$ cat src/rtl/core/laplacian_variance_focus_search_assert.svh
// Assertion macros used by the focus search top level
`ifndef LAPLACIAN_VARIANCE_FOCUS_SEARCH_ASSERT_SVH
`define LAPLACIAN_VARIANCE_FOCUS_SEARCH_ASSERT_SVH
`ifndef ASSERT_OFF
// a property that holds at every edge out of reset
`define LVFS_ASSERT(label, clk, rst_n, prop) \
	label: assert property (@(posedge clk) disable iff (!rst_n) (prop)) \
		else $error("lvfs assertion failed");
// a property that holds whenever the condition is true
`define LVFS_ASSERT_IMPLY(label, clk, rst_n, cond, prop) \
	label: assert property (@(posedge clk) disable iff (!rst_n) (cond) |-> (prop)) \
		else $error("lvfs assertion failed");
`else
`define LVFS_ASSERT(label, clk, rst_n, prop)
`define LVFS_ASSERT_IMPLY(label, clk, rst_n, cond, prop)
`endif
`endif

$ cat src/rtl/core/lvfs_pkg.sv
package lvfs_pkg;

	// geometry and sweep limits
	localparam int MAX_WIDTH  = 1024;
	localparam int MAX_HEIGHT = 1024;
	localparam int MAX_FRAMES = 4096;
	localparam int COL_W      = $clog2(MAX_WIDTH);
	localparam int ROW_W      = $clog2(MAX_HEIGHT);

	// field widths
	localparam int DIM_W     = 11;
	localparam int STEP_W    = 16;
	localparam int CFG_W     = 16;
	localparam int CFG_IDX_W = 2;
	localparam int FRAME_W   = 12;
	localparam int SUM_W     = 32;
	localparam int SQ_W      = 40;
	localparam int SCORE_W   = 60;
	localparam int POS_W     = 28;

	// frame statistics queue
	localparam int QUEUE_DEPTH = 4;
	localparam int QPTR_W      = $clog2(QUEUE_DEPTH);

	typedef enum logic [CFG_IDX_W-1:0] {
		REG_FRAME_WIDTH   = 2'd0,
		REG_FRAME_HEIGHT  = 2'd1,
		REG_POSITION_STEP = 2'd2
	} cfg_reg_t;

	typedef struct packed {
		logic [7:0] red;
		logic [7:0] green;
		logic [7:0] blue;
		logic       final_frame;
	} pixel_t;

	typedef struct packed {
		logic [FRAME_W-1:0] frame_number;
		logic [SCORE_W-1:0] sharpness;
		logic [FRAME_W-1:0] best_frame;
		logic [POS_W-1:0]   best_position;
		logic               sweep_done;
	} result_t;

	// clamped geometry in use
	typedef struct packed {
		logic [COL_W:0] width;
		logic [ROW_W:0] height;
	} geom_t;

	// per-frame totals handed from front to back
	typedef struct packed {
		logic signed [SUM_W-1:0] lap_sum;
		logic [SQ_W-1:0]         lap_square_sum;
		geom_t                   geom;
		logic                    final_frame;
	} frame_stats_t;

	typedef struct packed {
		logic full;
		logic empty;
		logic room;
	} q_status_t;

endpackage

$ cat src/rtl/core/lvfs_queue.sv
module lvfs_queue
	import lvfs_pkg::*;
(
	input  logic         clk,
	input  logic         arst_n,
	input  logic         push,
	input  frame_stats_t push_data,
	input  logic         pop,
	output frame_stats_t head,
	output q_status_t    q_status
);

	frame_stats_t entry_q [QUEUE_DEPTH];
	logic [QPTR_W-1:0] wr_ptr_q, rd_ptr_q;
	logic [QPTR_W:0] count_q;

	// pointers and fill level
	always_ff @(posedge clk or negedge arst_n) begin
		if (!arst_n) begin
			wr_ptr_q <= '0;
			rd_ptr_q <= '0;
			count_q  <= '0;
		end else begin
			if (push) begin
				wr_ptr_q <= wr_ptr_q + 1'b1;
			end
			if (pop) begin
				rd_ptr_q <= rd_ptr_q + 1'b1;
			end
			count_q <= count_q + (QPTR_W+1)'(push) - (QPTR_W+1)'(pop);
		end
	end

	always_ff @(posedge clk) begin
		if (push) begin
			entry_q[wr_ptr_q] <= push_data;
		end
	end

	assign head = entry_q[rd_ptr_q];

	// room keeps a slot free for a frame end still in the front pipeline
	assign q_status.full  = count_q == (QPTR_W+1)'(QUEUE_DEPTH);
	assign q_status.empty = count_q == '0;
	assign q_status.room  = count_q < (QPTR_W+1)'(QUEUE_DEPTH - 1);

endmodule

$ cat config.mk
export PLATFORM = sky130hd
export DESIGN_NAME = lvfs_queue
export DESIGN_NICKNAME = d
export VERILOG_FILES = /design/src/rtl/core/laplacian_variance_focus_search_assert.svh /design/src/rtl/core/lvfs_pkg.sv /design/src/rtl/core/lvfs_queue.sv
export SDC_FILE = /design/constraint.sdc
export NUM_CORES = 1
export LEC_CHECK = 0
export BUFFER_PORTS_ARGS = -buffer_cell sky130_fd_sc_hd__buf_2
export CAP_MARGIN = 20
export CORE_MARGIN = 5
export CORE_UTILIZATION = 45
export DETAILED_ROUTE_END_ITERATION = 12
export PLACE_DENSITY = 0.65
export SYNTH_ARGS = -nofsm -noshare
export SYNTH_HDL_FRONTEND = slang
export SYNTH_SLANG_ARGS = --single-unit
$ cat constraint.sdc
create_clock -name clk -period 3.9 [get_ports clk]
set_input_delay 0.78 -clock clk [delete_from_list [all_inputs] [get_ports clk]]
set_output_delay 0.78 -clock clk [all_outputs]
set_load 0.03 [all_outputs]
Word level (Yosys, flattened, before mapping)

Memories as Yosys holds them, arrays and structs flattened.
Index checks and enable logic that the tools add are counted.

Register bits after elaboration: 7
Latch bits: 0
RAM bits: 380
Bits in read-only memories: 0
Output and inout bits: 98
Memories: 1

Memory list:

| memory  | words | width | rd ports | clocked after memory_dff | write ports | line             | source |
|---|---|---|---|---|---|---|---|
| entry_q | 4     | 95    | 1        | 0                        | 1           | lvfs_queue.sv:13 | `frame_stats_t entry_q [QUEUE_DEPTH];` |

$add $sub $neg: 4
Multiply operators: 0
Div/mod/pow operators: 0
Magnitude comparators: 1
Eq/ne operators: 1
Shift operators: 0
Muxes and demuxes: 2
Bitwise operators: 0
Reductions and logical operators: 1

Operators by type and width:

| kind                  | number |
|---|---|
| $add A2 B1 Y2 const B | 2 |
| $add A3 B1 Y3         | 1 |
| $eq A3 B3 Y1 const B  | 1 |
| $logic_not A3 Y1      | 1 |
| $lt A3 B2 Y1 const B  | 1 |
| $sub A3 B1 Y3         | 1 |
| $mux W1               | 2 |

Depth between registers and ports, before layout

Word-level depth: 2
Gate-level depth with buffers: 7

Worst setup path before layout

OpenSTA, ideal clock, no wires.

Path kind: input port to flip-flop
Start: in push
End: mem entry_q[0][0] (netlist bit) (enable)
Library setup time: 464 ps
Arrival: 2977 ps
Required time: 3436 ps
Path slack: 459 ps
Cell stages on the path: 1
Path buffers: 0
Cells stage by stage: and2_1

Longest elaborated chain between the ends: 2

Ends and longest elaborated chain:

| item                          | line             | source |
|---|---|---|
| from (decl)                   | lvfs_queue.sv:6  | `input logic push,` |
| $mux W1                       | lvfs_queue.sv:35 | `if (push) begin` |
| $mux W1 (not written as such) | lvfs_queue.sv:36 | `entry_q[wr_ptr_q] <= push_data;` |
| to (decl)                     | lvfs_queue.sv:13 |  |

No other way between the ends.

==> insert_results.sql <==
INSERT INTO impl_metrics (metric_group, metric, value, unit) VALUES
('power', 'static-leakage-power', '5.783', 'nW'),
('logic_synthesis', 'post_synth_top_flop', 'sky130_fd_sc_hd__edfxtp_1', ''),
('placement', 'port_buffers', '196', ''),
('logic_synthesis', 'synth_enable_flop_cells', '380', ''),
('logic_synthesis', 'synthTopCellsByArea', 'sky130_fd_sc_hd__edfxtp_1, sky130_fd_sc_hd__mux4_2, sky130_fd_sc_hd__dfrtp_1', ''),
('power', 'power.share.sequential', '0.415', ''),
('power', 'comb_power_share', '0.328', ''),
('grt', 'maximum_number_of_pins_on_one_net_before_global_route_repair', '55', ''),
('grt', 'first_pass_grt_wire_length', '41520', 'um'),
('logic_synthesis', 'async_flop_share', '0.01809', ''),
('grt', 'antenna_violations_before_repair', '7', ''),
('routing', 'drt_pre_antenna_iters', '4', ''),
('floorplan', 'floorplan.die.height', '187.0', 'um'),
('timing', 'final.setup.worst_slack', '0.6584', 'ns'),
('power', 'peak_supply_drop', '0.0005363', 'V'),
('clock_tree', 'cts_hold_buffers', '0', ''),
('power', 'switching_share', '0.3351', ''),
('clock_tree', 'insertion_delay', '0.52', 'ns'),
('routing', 'drt-vias-per-instance', '5.288', ''),
('routing', 'post-route-drc-count', '0', ''),
('routing', 'drtIter0Drc', '388', ''),
('clock_tree', 'h-tree-depth', '2', ''),
('hold_path', 'min-delay-path-class', 'input pin to asynchronous set/reset pin', ''),
('logic_synthesis', 'synth_top_cell_area_share', '0.8092', ''),
('outcome', 'run_status', 'completed', ''),
('critical_path', 'critical_path.max_fanout', '29', ''),
('logic_synthesis', 'synth_area_leader_cell', 'sky130_fd_sc_hd__edfxtp_1', ''),
('logic_synthesis', 'synth_warnings', '0', ''),
('placement', 'globalplace.congestion', '0.7043', ''),
('timing', 'max_freq', '0.3085', 'GHz'),
('critical_path', 'timing.critical_path.from_type', 'flip-flop', ''),
('run', 'drv.max_cap_violation_count', '0', ''),
('timing', 'setup_viol', '0', ''),
('logic_synthesis', 'ys_seq_elements', '387', ''),
('floorplan', 'die_x', '187.0', 'um'),
('floorplan', 'placeableCoreArea', '30750', 'um2'),
('critical_path', 'arrival', '2.46', 'ns'),
('logic_synthesis', 'ys_top_cells_by_count', 'sky130_fd_sc_hd__edfxtp_1, sky130_fd_sc_hd__mux4_2, sky130_fd_sc_hd__buf_2', ''),
('routing', 'routed-via-count', '6293', ''),
('timing', 'final-max-slew-violation-count', '0', ''),
('timing', 'setup_tns', '0', 'ns'),
('grt', 'gr-max-usage-layer', 'met2', ''),
('critical_path', 'endpoint_kind', 'primary output', ''),
('floorplan', 'die_area', '34980', 'um2'),
('logic_synthesis', 'synth_area_per_cell', '26.46', 'um2'),
('grt', 'use_met3', '0.05916', ''),
('routing', 'final_wl', '26620', 'um'),
('timing', 'finalClockSkew', '0.01904', 'ns'),
('layout', 'fin_nets', '869', ''),
('power', 'internal_power', '0.009263', 'W'),
('logic_synthesis', 'synth_cells', '533', ''),
('grt', 'grt.met2_usage', '0.2546', ''),
('clock_tree', 'clockBufferDepth', '3', ''),
('clock_tree', 'numCtsBuffers', '40', ''),
('power', 'p_clk_frac', '0.257', ''),
('logic_synthesis', 'mappedNetlistArea', '14100', 'um2'),
('placement', 'post-place-ws', '1.134', 'ns'),
('critical_path', 'reg2reg_depth', '4', ''),
('critical_path', 'ff2ff_setup_slack', '1.84', 'ns'),
('timing', 'rsz0062_at_grt', 'false', ''),
('floorplan', 'start_util', '0.4586', ''),
('logic_synthesis', 'synth.most_common_cell', 'sky130_fd_sc_hd__edfxtp_1', ''),
('logic_synthesis', 'ys_types', '19', ''),
('clock_tree', 'root_buffer', 'sky130_fd_sc_hd__clkbuf_16', ''),
('critical_path', 'path_type_of_the_worst_setup_path', 'flip-flop to primary output', ''),
('clock_tree', 'cts-resized-gates', '0', ''),
('power', 'post-layout-total-power', '0.01393', 'W'),
('clock_tree', 'post-cts-setup-buffers', '0', ''),
('layout', 'drive_above_1_share', '0.4583', ''),
('timing', 'timing_hold_violations_final', '0', ''),
('layout', 'areaGrowthSynthToFinish', '19.68', '%');
-- worst max-delay path, cell delays in order (launching register included) --
cell	delay (ns)
sky130_fd_sc_hd__dfrtp_4	0.83
sky130_fd_sc_hd__buf_12	0.30
sky130_fd_sc_hd__mux4_2	0.56
sky130_fd_sc_hd__buf_2	0.20
-- cell type report --
type	instances	area, um2	area share
timing repair buffer	209	1166	0.06909
multi-input combinational	117	2345	0.1389
antenna	2	5.005	0.0002965
inverter	7	26.28	0.001557
tap	396	495.5	0.02936
sequential	387	11590	0.6869
clock buffer	50	1060	0.06279
clock inverter	22	186.4	0.01105
-- routing by layer --
metal | share of wire | up-vias
li1 | - | 2758
met1 | 0.40 | 3272
met2 | 0.49 | 207
met3 | 0.090 | 46
met4 | 0.017 | 10
met5 | 0.0022 | -
-- worst paths after layout --
path	startpoint	end
max	rd_ptr_q[0]$_DFFE_PN0P_	head[66]
min	arst_n	count_q[0]$_DFF_PN0_
max reg2reg	wr_ptr_q[1]$_DFFE_PN0P_	entry_q[0][23]$_DFFE_PP_
min reg2reg	wr_ptr_q[0]$_DFFE_PN0P_	wr_ptr_q[0]$_DFFE_PN0P_
max in group asynchronous	arst_n	rd_ptr_q[1]$_DFFE_PN0P_
min in group clk	push_data[88]	entry_q[2][88]$_DFFE_PP_
-- per-stage QoR --
step / util / area, um2 / hold slack [ns] / std cells
2_1_floorplan: - / 14100 / 0.4844 / 533
4_1_cts: 0.5487 / 16870 / 0.07358 / 1188
5_1_grt: 0.5488 / 16870 / 0.07975 / 1189
6_report: 0.5489 / 16880 / 0.09150 / 1190
3_3_place_gp: 0.5082 / 15630 / 0.5092 / 1116
3_5_place_dp: 0.5082 / 15630 / 0.5264 / 1116
-- flip-flops by register name (all words and copies together), names as in the netlist --
name      cells
wr_ptr_q      2
entry_q     380
count_q       3
rd_ptr_q      2
-- power groups by stage --
stage | clock network (W) | registers, W | logic, W
6_report | 0.00358 | 0.00578 | 0.00457
5_1_grt | 0.00387 | 0.00586 | 0.00488
4_1_cts | 0.00367 | 0.00581 | 0.00467
3_5_place_dp | 0 | 0.00589 | 0.00466
3_3_place_gp | 0 | 0.00583 | 0.00461
2_1_floorplan | 0 | 0.00570 | 0.00348
-- cell usage in the layout (no fill, tap or decap), drive strengths merged, types with 2 or more instances in the layout --
master,netlist,final
mux4,95,95
nand2,2,2
diode,0,2
edfxtp,380,380
nor3,2,2
buf,18,209
clkbuf,4,50
bufinv,0,3
xor2,2,2
ha,7,7
dfrtp,7,7
inv,7,9
clkinv,0,16
xnor2,2,2
and2,4,4
-- cells by family (layout without fill, tap and decap cells) --
logic type	after synthesis	after routing	share of synthesized area
flops	387	387	0.8216
mux	95	95	0.1517
buf+inv	29	288	0.01287
fa+ha+maj	8	8	0.007630
simple gates	8	8	0.003017
xor+xnor	4	4	0.002485
compound gates	2	2	0.0007091
other cells	0	2	0
(Power assumes the default switching activity.)
