--- config.mk ---
export PLATFORM = sky130hd
export DESIGN_NAME = lvfs_back
export DESIGN_NICKNAME = d
export VERILOG_FILES = /design/src/rtl/core/laplacian_variance_focus_search_assert.svh /design/src/rtl/core/lvfs_pkg.sv /design/src/rtl/core/lvfs_back.sv
export SDC_FILE = /design/constraint.sdc
export NUM_CORES = 2
export LEC_CHECK = 0
export BUFFER_PORTS_ARGS = -buffer_cell sky130_fd_sc_hd__buf_4
export CAP_MARGIN = 20
export CORE_MARGIN = 2
export CORE_UTILIZATION = 45
export CTS_CLUSTER_SIZE = 8
export DETAILED_ROUTE_END_ITERATION = 12
export GPL_TIMING_DRIVEN = 0
export PLACE_DENSITY_LB_ADDON = 0.25
export RECOVER_POWER = 100
export SLEW_MARGIN = 15
export SYNTH_ARGS = -nofsm -noshare
export SYNTH_HDL_FRONTEND = slang
export SYNTH_SLANG_ARGS = --single-unit
--- constraint.sdc ---
create_clock -name clk -period 35.2 [get_ports clk]
set_input_delay 0 -clock clk [delete_from_list [all_inputs] [get_ports clk]]
set_output_delay 0 -clock clk [all_outputs]
set_load 0.01 [all_outputs]
--- src/rtl/core/laplacian_variance_focus_search_assert.svh ---
// Assertion macros used by the focus search top level
`ifndef LAPLACIAN_VARIANCE_FOCUS_SEARCH_ASSERT_SVH
`define LAPLACIAN_VARIANCE_FOCUS_SEARCH_ASSERT_SVH
`ifndef ASSERT_OFF
// a property that holds at every edge out of reset
`define LVFS_ASSERT(label, clk, rst_n, prop) \
	label: assert property (@(posedge clk) disable iff (!rst_n) (prop)) \
		else $error("lvfs assertion failed");
// a property that holds whenever the condition is true
`define LVFS_ASSERT_IMPLY(label, clk, rst_n, cond, prop) \
	label: assert property (@(posedge clk) disable iff (!rst_n) (cond) |-> (prop)) \
		else $error("lvfs assertion failed");
`else
`define LVFS_ASSERT(label, clk, rst_n, prop)
`define LVFS_ASSERT_IMPLY(label, clk, rst_n, cond, prop)
`endif
`endif

--- src/rtl/core/lvfs_pkg.sv ---
package lvfs_pkg;

	// geometry and sweep limits
	localparam int MAX_WIDTH  = 1024;
	localparam int MAX_HEIGHT = 1024;
	localparam int MAX_FRAMES = 4096;
	localparam int COL_W      = $clog2(MAX_WIDTH);
	localparam int ROW_W      = $clog2(MAX_HEIGHT);

	// field widths
	localparam int DIM_W     = 11;
	localparam int STEP_W    = 16;
	localparam int CFG_W     = 16;
	localparam int CFG_IDX_W = 2;
	localparam int FRAME_W   = 12;
	localparam int SUM_W     = 32;
	localparam int SQ_W      = 40;
	localparam int SCORE_W   = 60;
	localparam int POS_W     = 28;

	// frame statistics queue
	localparam int QUEUE_DEPTH = 4;
	localparam int QPTR_W      = $clog2(QUEUE_DEPTH);

	typedef enum logic [CFG_IDX_W-1:0] {
		REG_FRAME_WIDTH   = 2'd0,
		REG_FRAME_HEIGHT  = 2'd1,
		REG_POSITION_STEP = 2'd2
	} cfg_reg_t;

	typedef struct packed {
		logic [7:0] red;
		logic [7:0] green;
		logic [7:0] blue;
		logic       final_frame;
	} pixel_t;

	typedef struct packed {
		logic [FRAME_W-1:0] frame_number;
		logic [SCORE_W-1:0] sharpness;
		logic [FRAME_W-1:0] best_frame;
		logic [POS_W-1:0]   best_position;
		logic               sweep_done;
	} result_t;

	// clamped geometry in use
	typedef struct packed {
		logic [COL_W:0] width;
		logic [ROW_W:0] height;
	} geom_t;

	// per-frame totals handed from front to back
	typedef struct packed {
		logic signed [SUM_W-1:0] lap_sum;
		logic [SQ_W-1:0]         lap_square_sum;
		geom_t                   geom;
		logic                    final_frame;
	} frame_stats_t;

	typedef struct packed {
		logic full;
		logic empty;
		logic room;
	} q_status_t;

endpackage

--- src/rtl/core/lvfs_back.sv ---
module lvfs_back
	import lvfs_pkg::*;
(
	input  logic              clk,
	input  logic              arst_n,
	input  q_status_t         q_status,
	input  frame_stats_t      head,
	output logic              pop,
	input  logic [STEP_W-1:0] step,
	output logic              out_valid,
	input  logic              out_ready,
	output result_t           out_data
);

	localparam int N_W    = COL_W + ROW_W + 2;
	localparam int HALF_W = SQ_W / 2;

	typedef enum logic [7:0] {
		ST_IDLE   = 8'b0000_0001,
		ST_MUL_N  = 8'b0000_0010,
		ST_MUL_LO = 8'b0000_0100,
		ST_MUL_HI = 8'b0000_1000,
		ST_SUM    = 8'b0001_0000,
		ST_BEST   = 8'b0010_0000,
		ST_POS    = 8'b0100_0000,
		ST_OUT    = 8'b1000_0000
	} state_t;

	state_t state_q;
	frame_stats_t job_q;
	logic [N_W-1:0] n_q;
	logic [SCORE_W-1:0] sq_q, score_q, best_score_q;
	logic [N_W+HALF_W-1:0] plo_q, phi_q;
	logic [FRAME_W-1:0] frame_cnt_q, best_idx_q;
	result_t result_q;

	logic [SUM_W-1:0] mag;
	logic [2*SUM_W-1:0] sq_full;
	logic [N_W-1:0] n_full;
	logic [N_W+HALF_W-1:0] part;
	logic [SCORE_W+1:0] prod;
	logic take;
	logic [POS_W-1:0] pos_full;

	assign pop = (state_q == ST_IDLE) && !q_status.empty;

	// arithmetic, with the multipliers used in ST_MUL_N, ST_MUL_LO, ST_MUL_HI and ST_POS
	assign mag      = job_q.lap_sum[SUM_W-1] ? SUM_W'(-job_q.lap_sum) : SUM_W'(job_q.lap_sum);
	assign sq_full  = mag * mag;
	assign n_full   = N_W'(job_q.geom.width) * N_W'(job_q.geom.height);
	assign part     = n_q * ((state_q == ST_MUL_LO) ? job_q.lap_square_sum[HALF_W-1:0]
		: job_q.lap_square_sum[SQ_W-1:HALF_W]);
	assign prod     = (SCORE_W+2)'(plo_q) + ((SCORE_W+2)'(phi_q) << HALF_W);
	assign take     = (frame_cnt_q == '0) || (score_q > best_score_q);
	assign pos_full = best_idx_q * step;

	// sequencer and sweep state
	always_ff @(posedge clk or negedge arst_n) begin
		if (!arst_n) begin
			state_q      <= ST_IDLE;
			frame_cnt_q  <= '0;
			best_idx_q   <= '0;
			best_score_q <= '0;
		end else begin
			unique case (state_q)
				ST_IDLE: begin
					if (!q_status.empty) begin
						state_q <= ST_MUL_N;
					end
				end
				ST_MUL_N:  state_q <= ST_MUL_LO;
				ST_MUL_LO: state_q <= ST_MUL_HI;
				ST_MUL_HI: state_q <= ST_SUM;
				ST_SUM:    state_q <= ST_BEST;
				ST_BEST: begin
					if (take) begin
						best_score_q <= score_q;
						best_idx_q   <= frame_cnt_q;
					end
					state_q <= ST_POS;
				end
				ST_POS: begin
					if (job_q.final_frame) begin
						frame_cnt_q  <= '0;
						best_idx_q   <= '0;
						best_score_q <= '0;
					end else if (frame_cnt_q < FRAME_W'(MAX_FRAMES - 1)) begin
						frame_cnt_q <= frame_cnt_q + 1'b1;
					end
					state_q <= ST_OUT;
				end
				ST_OUT: begin
					if (out_ready) begin
						state_q <= ST_IDLE;
					end
				end
				default: state_q <= ST_IDLE;
			endcase
		end
	end

	// working registers and result
	always_ff @(posedge clk) begin
		unique case (state_q)
			ST_IDLE: begin
				if (!q_status.empty) begin
					job_q <= head;
				end
			end
			ST_MUL_N: begin
				n_q  <= n_full;
				sq_q <= SCORE_W'(sq_full);
			end
			ST_MUL_LO: plo_q <= part;
			ST_MUL_HI: phi_q <= part;
			ST_SUM: begin
				score_q <= (prod > (SCORE_W+2)'(sq_q)) ? SCORE_W'(prod - (SCORE_W+2)'(sq_q)) : '0;
			end
			ST_BEST: begin
				result_q.frame_number <= frame_cnt_q;
				result_q.sharpness    <= score_q;
				result_q.best_frame   <= take ? frame_cnt_q : best_idx_q;
				result_q.sweep_done   <= job_q.final_frame;
			end
			ST_POS: begin
				result_q.best_position <= job_q.final_frame ? pos_full : '0;
			end
			ST_OUT: ;
			default: ;
		endcase
	end

	assign out_valid = state_q == ST_OUT;
	assign out_data  = result_q;

endmodule

=== After elaboration in Yosys (flattened, before gate mapping) ===
Cells that the tools add are included.

* Register bits after elaboration: 526
* Output and inout port bits: 115

* Add/subtract/negate cells: 4
* $mul: 4
* Order comparisons: 3
* Eq/ne operators: 12
* Muxes and demuxes: 13
* Bitwise operators: 1
* Reduce and logical (&&, ||, !) cells: 11

{| class="wikitable"
|+ Operators with widths
! operator !! count
|-
| $mux W60 || 2
|-
| $pmux W60 S2 || 1
|-
| $pmux W8 S8 || 1
|-
| $add A42 B62 Y62 || 1
|-
| $gt A62 B60 Y1 || 1
|-
| $gt A60 B60 Y1 || 1
|-
| $mul A32 B32 Y60 || 1
|-
| $sub A60 B60 Y60 || 1
|-
| $mux W12 || 4
|-
| $mul A22 B20 Y42 || 1
|-
| $mux W32 || 1
|-
| $neg A32 Y32 || 1
|-
| $mul A12 B16 Y28 || 1
|-
| $pmux W12 S2 || 1
|-
| $mul A11 B11 Y22 || 1
|-
| $mux W20 || 1
|-
| $mux W8 || 2
|-
| $add A12 B1 Y12 const B || 1
|-
| $logic_not A12 Y1 || 1
|-
| $lt A12 B12 Y1 const B || 1
|-
| $eq A8 B1 Y1 const B || 1
|-
| $eq A8 B2 Y1 const B || 1
|-
| $eq A8 B3 Y1 const B || 1
|-
| $eq A8 B4 Y1 const B || 1
|-
| 13 further kinds || 19
|}

=== Logic depth before layout (Yosys ltp) ===
* Depth after elaboration: 4
* Depth in mapped cells: 45

=== Least setup slack after synthesis ===
Ideal clock, no wire load.

* Path kind: flip-flop to flip-flop
* Start point: reg state_q[2]
* End point: reg job_q[0] in the netlist's numbering (enable)
* Setup time: 0.829 ns
* Arrival time: 11.163 ns
* Data required time: 34.371 ns
* Setup slack: 23.208 ns
* Stages on the path, launching flop included: 4
* Path through: dfrtp_1 nor4_1 nand2_1 nor4b_1

* Longest elaborated chain between the ends: 2

{| class="wikitable"
|+ Ends and longest elaborated chain
! item !! line !! text
|-
| from (decl) || lvfs_back.sv:29 || <nowiki>state_t state_q;</nowiki>
|-
| from (signal assigned) || lvfs_back.sv:60 || <nowiki>state_q <= ST_IDLE;</nowiki>
|-
| from (signal assigned) || lvfs_back.sv:68 || <nowiki>state_q <= ST_MUL_N;</nowiki>
|-
| from (signal assigned) || lvfs_back.sv:71 || <nowiki>ST_MUL_N: state_q <= ST_MUL_LO;</nowiki>
|-
| $eq A8 B1 Y1 || lvfs_back.sv:104 || <nowiki>unique case (state_q)</nowiki>
|-
| $reduce_and A2 Y1 (no line) || n/a ||
|-
| to (signal assigned) || lvfs_back.sv:107 || <nowiki>job_q <= head;</nowiki>
|-
| to (decl) || lvfs_back.sv:30 || <nowiki>frame_stats_t job_q;</nowiki>
|}

No other way between the ends.
A chain may end at the register's enable or synchronous reset.

=== Worst setup path in the final report ===
* Start point: reg job_q[63] in the netlist's numbering
* End point: reg sq_q[57], data pin

* Longest elaborated chain between the ends: 3

{| class="wikitable"
|+ Ends and longest elaborated chain
! item !! line !! text
|-
| $neg A32 Y32 || lvfs_back.sv:48 || <nowiki>assign mag = job_q.lap_sum[SUM_W-1] ? SUM_W'(-job_q.lap_sum) : SUM_W'(job_q.lap_sum);</nowiki>
|-
| $mux W32 * || lvfs_back.sv:48 ||
|-
| $mul A32 B32 Y60 * || lvfs_back.sv:49 || <nowiki>assign sq_full = mag * mag;</nowiki>
|-
| net sq_full[57] || lvfs_back.sv:38 || <nowiki>logic [2*SUM_W-1:0] sq_full;</nowiki>
|-
| to (signal assigned) || lvfs_back.sv:112 || <nowiki>sq_q <= SCORE_W'(sq_full);</nowiki>
|-
| to (decl) || lvfs_back.sv:32 || <nowiki>logic [SCORE_W-1:0] sq_q, score_q, best_score_q;</nowiki>
|}

Mark *: on every way through the listed nets, which the timed path passes. The rest lies on a longest branch.

==> flow_summary.ini <==
[worst_setup_path]
critical_path.reg2reg.startpoint = job_q[63]$_DFFE_PP_
setup.worst_path.start_class = flip-flop
critPathMostFrequentCell = fa_1
maximum_fanout_encountered_on_the_critical_timing_path = 11
timing.reg2reg.setup_slack_ns = 20.95
critPathArrivalTime_ns = 14.68
critical_path_class = flip-flop to flip-flop
timing.critical_path.slowest_cell_delay_ns = 0.94
r2r-end = sq_q[57]$_DFFE_PP_
critical_path.endpoint = sq_q[57]$_DFFE_PP_
ff2ff_path_depth = 39
crit_start = job_q[63]$_DFFE_PP_
critical_path.slowest_cell = xnor2_1
critPathCaptureType = flip-flop
cp.required_ns = 35.63

[sta]
post-route-min-period_ns = 14.25
rsz0062_at_grt = false
setup_total_negative_slack_ns = 0
worst_pin_slew_ns = 3.01
slew-limit-headroom = -1.01
setup-violations-final = 0
max_slew_violation_total_from_the_final_report = 316
final.hold.worst_slack_ns = 0.0650
final_min_period_over_clock_period = 0.405
hold_violations = 0
finalClockSkew_ns = 0.0822
upper_clock_frequency_limit_mhz = 70.2

[routing]
num_vias = 55600
dr.first_iter.drc_count = 4560
routed_wl_mm = 219
detail-route-antenna-nets = 0
route.detailed.vias_per_inst = 5.28
drc = 0
wire_per_inst_microns = 20.8
drt-pass1-iter-count = 6

[global_routing]
grt_max_degree = 57
gr-usage-all-layers = 0.260
grt_antenna_before_repair = 7
grt_overflow = 0
global_route_wire_length_before_repair_mm = 341
first_global_vias = 58900

[synth]
post_synth_mux_area_share = 0.00282
netlist.area_leader.share = 0.362
cell_types_occupying_the_most_area_after_synthesis = fa_1, edfxtp_1, ha_1
synth_flop_cell = edfxtp_1
post_synthesis_register_bit_count = 525
synth_simple_gate_area_share = 0.117
synth_cells = 7697
synth_adder_area_share = 0.474
synth_top_family_by_area = adder cells
synth-xor-area-share = 0.0318
yosys.area.top_type = fa_1
synth-edff-count = 433
yosys.cell_types.count = 79
yosys_warnings = 0
asyncSetResetFlopFracSynth = 0.175
synthesized_cell_area_sq_um = 75900
ys_seq_area_frac = 0.202
synth_compound_gate_area_share = 0.0696
syn_area_per_cell_sq_um = 9.87

[cts]
cts_buffers = 79
cts_tree = built
root_buffer = clkbuf_16
cts_num_sinks = 525
cts_max_level = 3
clk_path_buf_depth = 3
clock_insertion_delay_worst_skew_ns = 0.73
clk_pin_slew_ns = 0.08

[die]
ios = 232
chipHeight_microns = 415
start_util = 0.454
std_cell_rows = 150
design.die.area_sq_um = 172000
core-area_sq_um = 167000
die_w_microns = 415

[cells_and_area]
multi_input_comb_area_sq_um = 52900
register_area_sq_um = 15300
layout.nets = 10400
n_fill_cell = 15500
synthToLayoutAreaGrowth_pct = 11.6
final_layout_size_suffix_gt1_frac = 0.0332

[placed_design]
finalWeightedCongestion = 1.01
number_of_i_o_port_buffers = 229
hpwl_mm = 179

[worst_hold_path]
hold-path-cell-count = 2
min_path_type = input pin to flip-flop

[flow_run]
drv_cap = 7

[run_status]
violations = capacitance limit, slew limit
outcome = complete, but fails checks
cell usage in the layout (no fill, tap or decap), drive strengths merged, types with 91 or more instances in the layout:
master       instances
o21ai              133
nor2b              131
and2               216
xnor2              182
clkbuf             641
nor2               452
dlygate4sd3        193
xor2                91
a21oi              206
a21o               163
nand2              856
ha                 676
edfxtp             433
dfrtp               91
inv               1801
fa                1375
synthesized netlist by cell type, types with 13 or more instances:
cell	instances
a211oi_1	20
a21boi_0	13
a21o_1	163
a21oi_1	206
a22o_1	73
a31o_2	14
a31oi_1	17
and2_1	216
and3_1	27
clkbuf_1	274
dfrtp_1	91
edfxtp_1	433
fa_1	1375
ha_1	676
inv_1	1796
nand2_1	856
nand2b_1	42
nand3_1	56
nand4_1	36
nor2_1	452
nor2b_1	131
nor3_1	48
nor3b_1	18
o21a_1	32
o21ai_0	132
o21bai_1	32
o31ai_1	14
or3_1	13
xnor2_1	181
xor2_1	90
per-layer routing:
metal,vias to the layer above,GRT usage,wire length [microns]
met3,425,0.0447,17400
met5,-,0,0
met1,28200,0.355,91500
li1,24800,-,-
met2,2122,0.420,102000
met4,0,0.0886,8050
kinds of logic after synthesis:
kind of cell             count (synthesis)
multiplexers                            20
AND/OR/NAND/NOR                       1942
buffers and inverters                 2092
adder cells (fa/ha/maj)               2052
XOR/XNOR                               273
other                                    2
flip-flops                             525
AO/OA/AOI/OAI                          791
state kept, by name, summed over array words and instances, names as in the netlist:
signal and count:
out_data 113, score_q 60, plo_q 42, best_idx_q 12, best_score_q 60, state_q 8
n_q 22, job_q 95, frame_cnt_q 12, phi_q 42, sq_q 59
worst min-delay path by stage:
stage / start / end / slack, ns
after floorplan: arst_n / best_idx_q[0]$_DFFE_PN0P_ / -0.30
after global placement: head[3] / job_q[3]$_DFFE_PP_ / 0.18
after detailed placement: arst_n / best_score_q[30]$_DFFE_PN0P_ / 0.15
after CTS: head[46] / job_q[46]$_DFFE_PP_ / 0.003
after global routing: head[31] / job_q[31]$_DFFE_PP_ / 0.03
final: head[31] / job_q[31]$_DFFE_PP_ / 0.07
through the flow:
step	instances	utilization	setup WS (ns)	area, sq um
floorplan	7718	-	23.21	76000
global placement	10200	0.481	15.83	80500
detailed placement	10200	0.484	21.38	81000
CTS	10500	0.510	21.33	85400
global route	10500	0.506	20.58	84700
finish	10500	0.506	20.95	84700
layout make-up:
class	count	share of cell area
Multi-Input combinational cell	5101	0.625
Sequential cell	525	0.181
Inverter	1808	0.0801
Timing Repair Buffer	470	0.0412
Tap cell	2204	0.0325
Clock buffer	122	0.0256
Buffer	284	0.0126
Clock inverter	15	0.00255
Antenna cell	2	0.0000591
worst max-delay path, delay by kind of cell, from the launching register on:
family	cells	cell delay (ns)
compound gates	10	2.45
xor+xnor	2	1.12
fa+ha+maj	10	4.66
buf+inv	11	3.44
flops	1	0.52
simple gates	6	1.70
what timing repair did:
item	CTS	global route
endpoints found under the hold margin	201	0
resized for setup	0	0
hold buffers	194	0
setup buffers	0	0
setup endpoints to repair	0	0
Power is not shown: default switching activity piles up to over one toggle a cycle in this logic, so the estimate is an artifact.
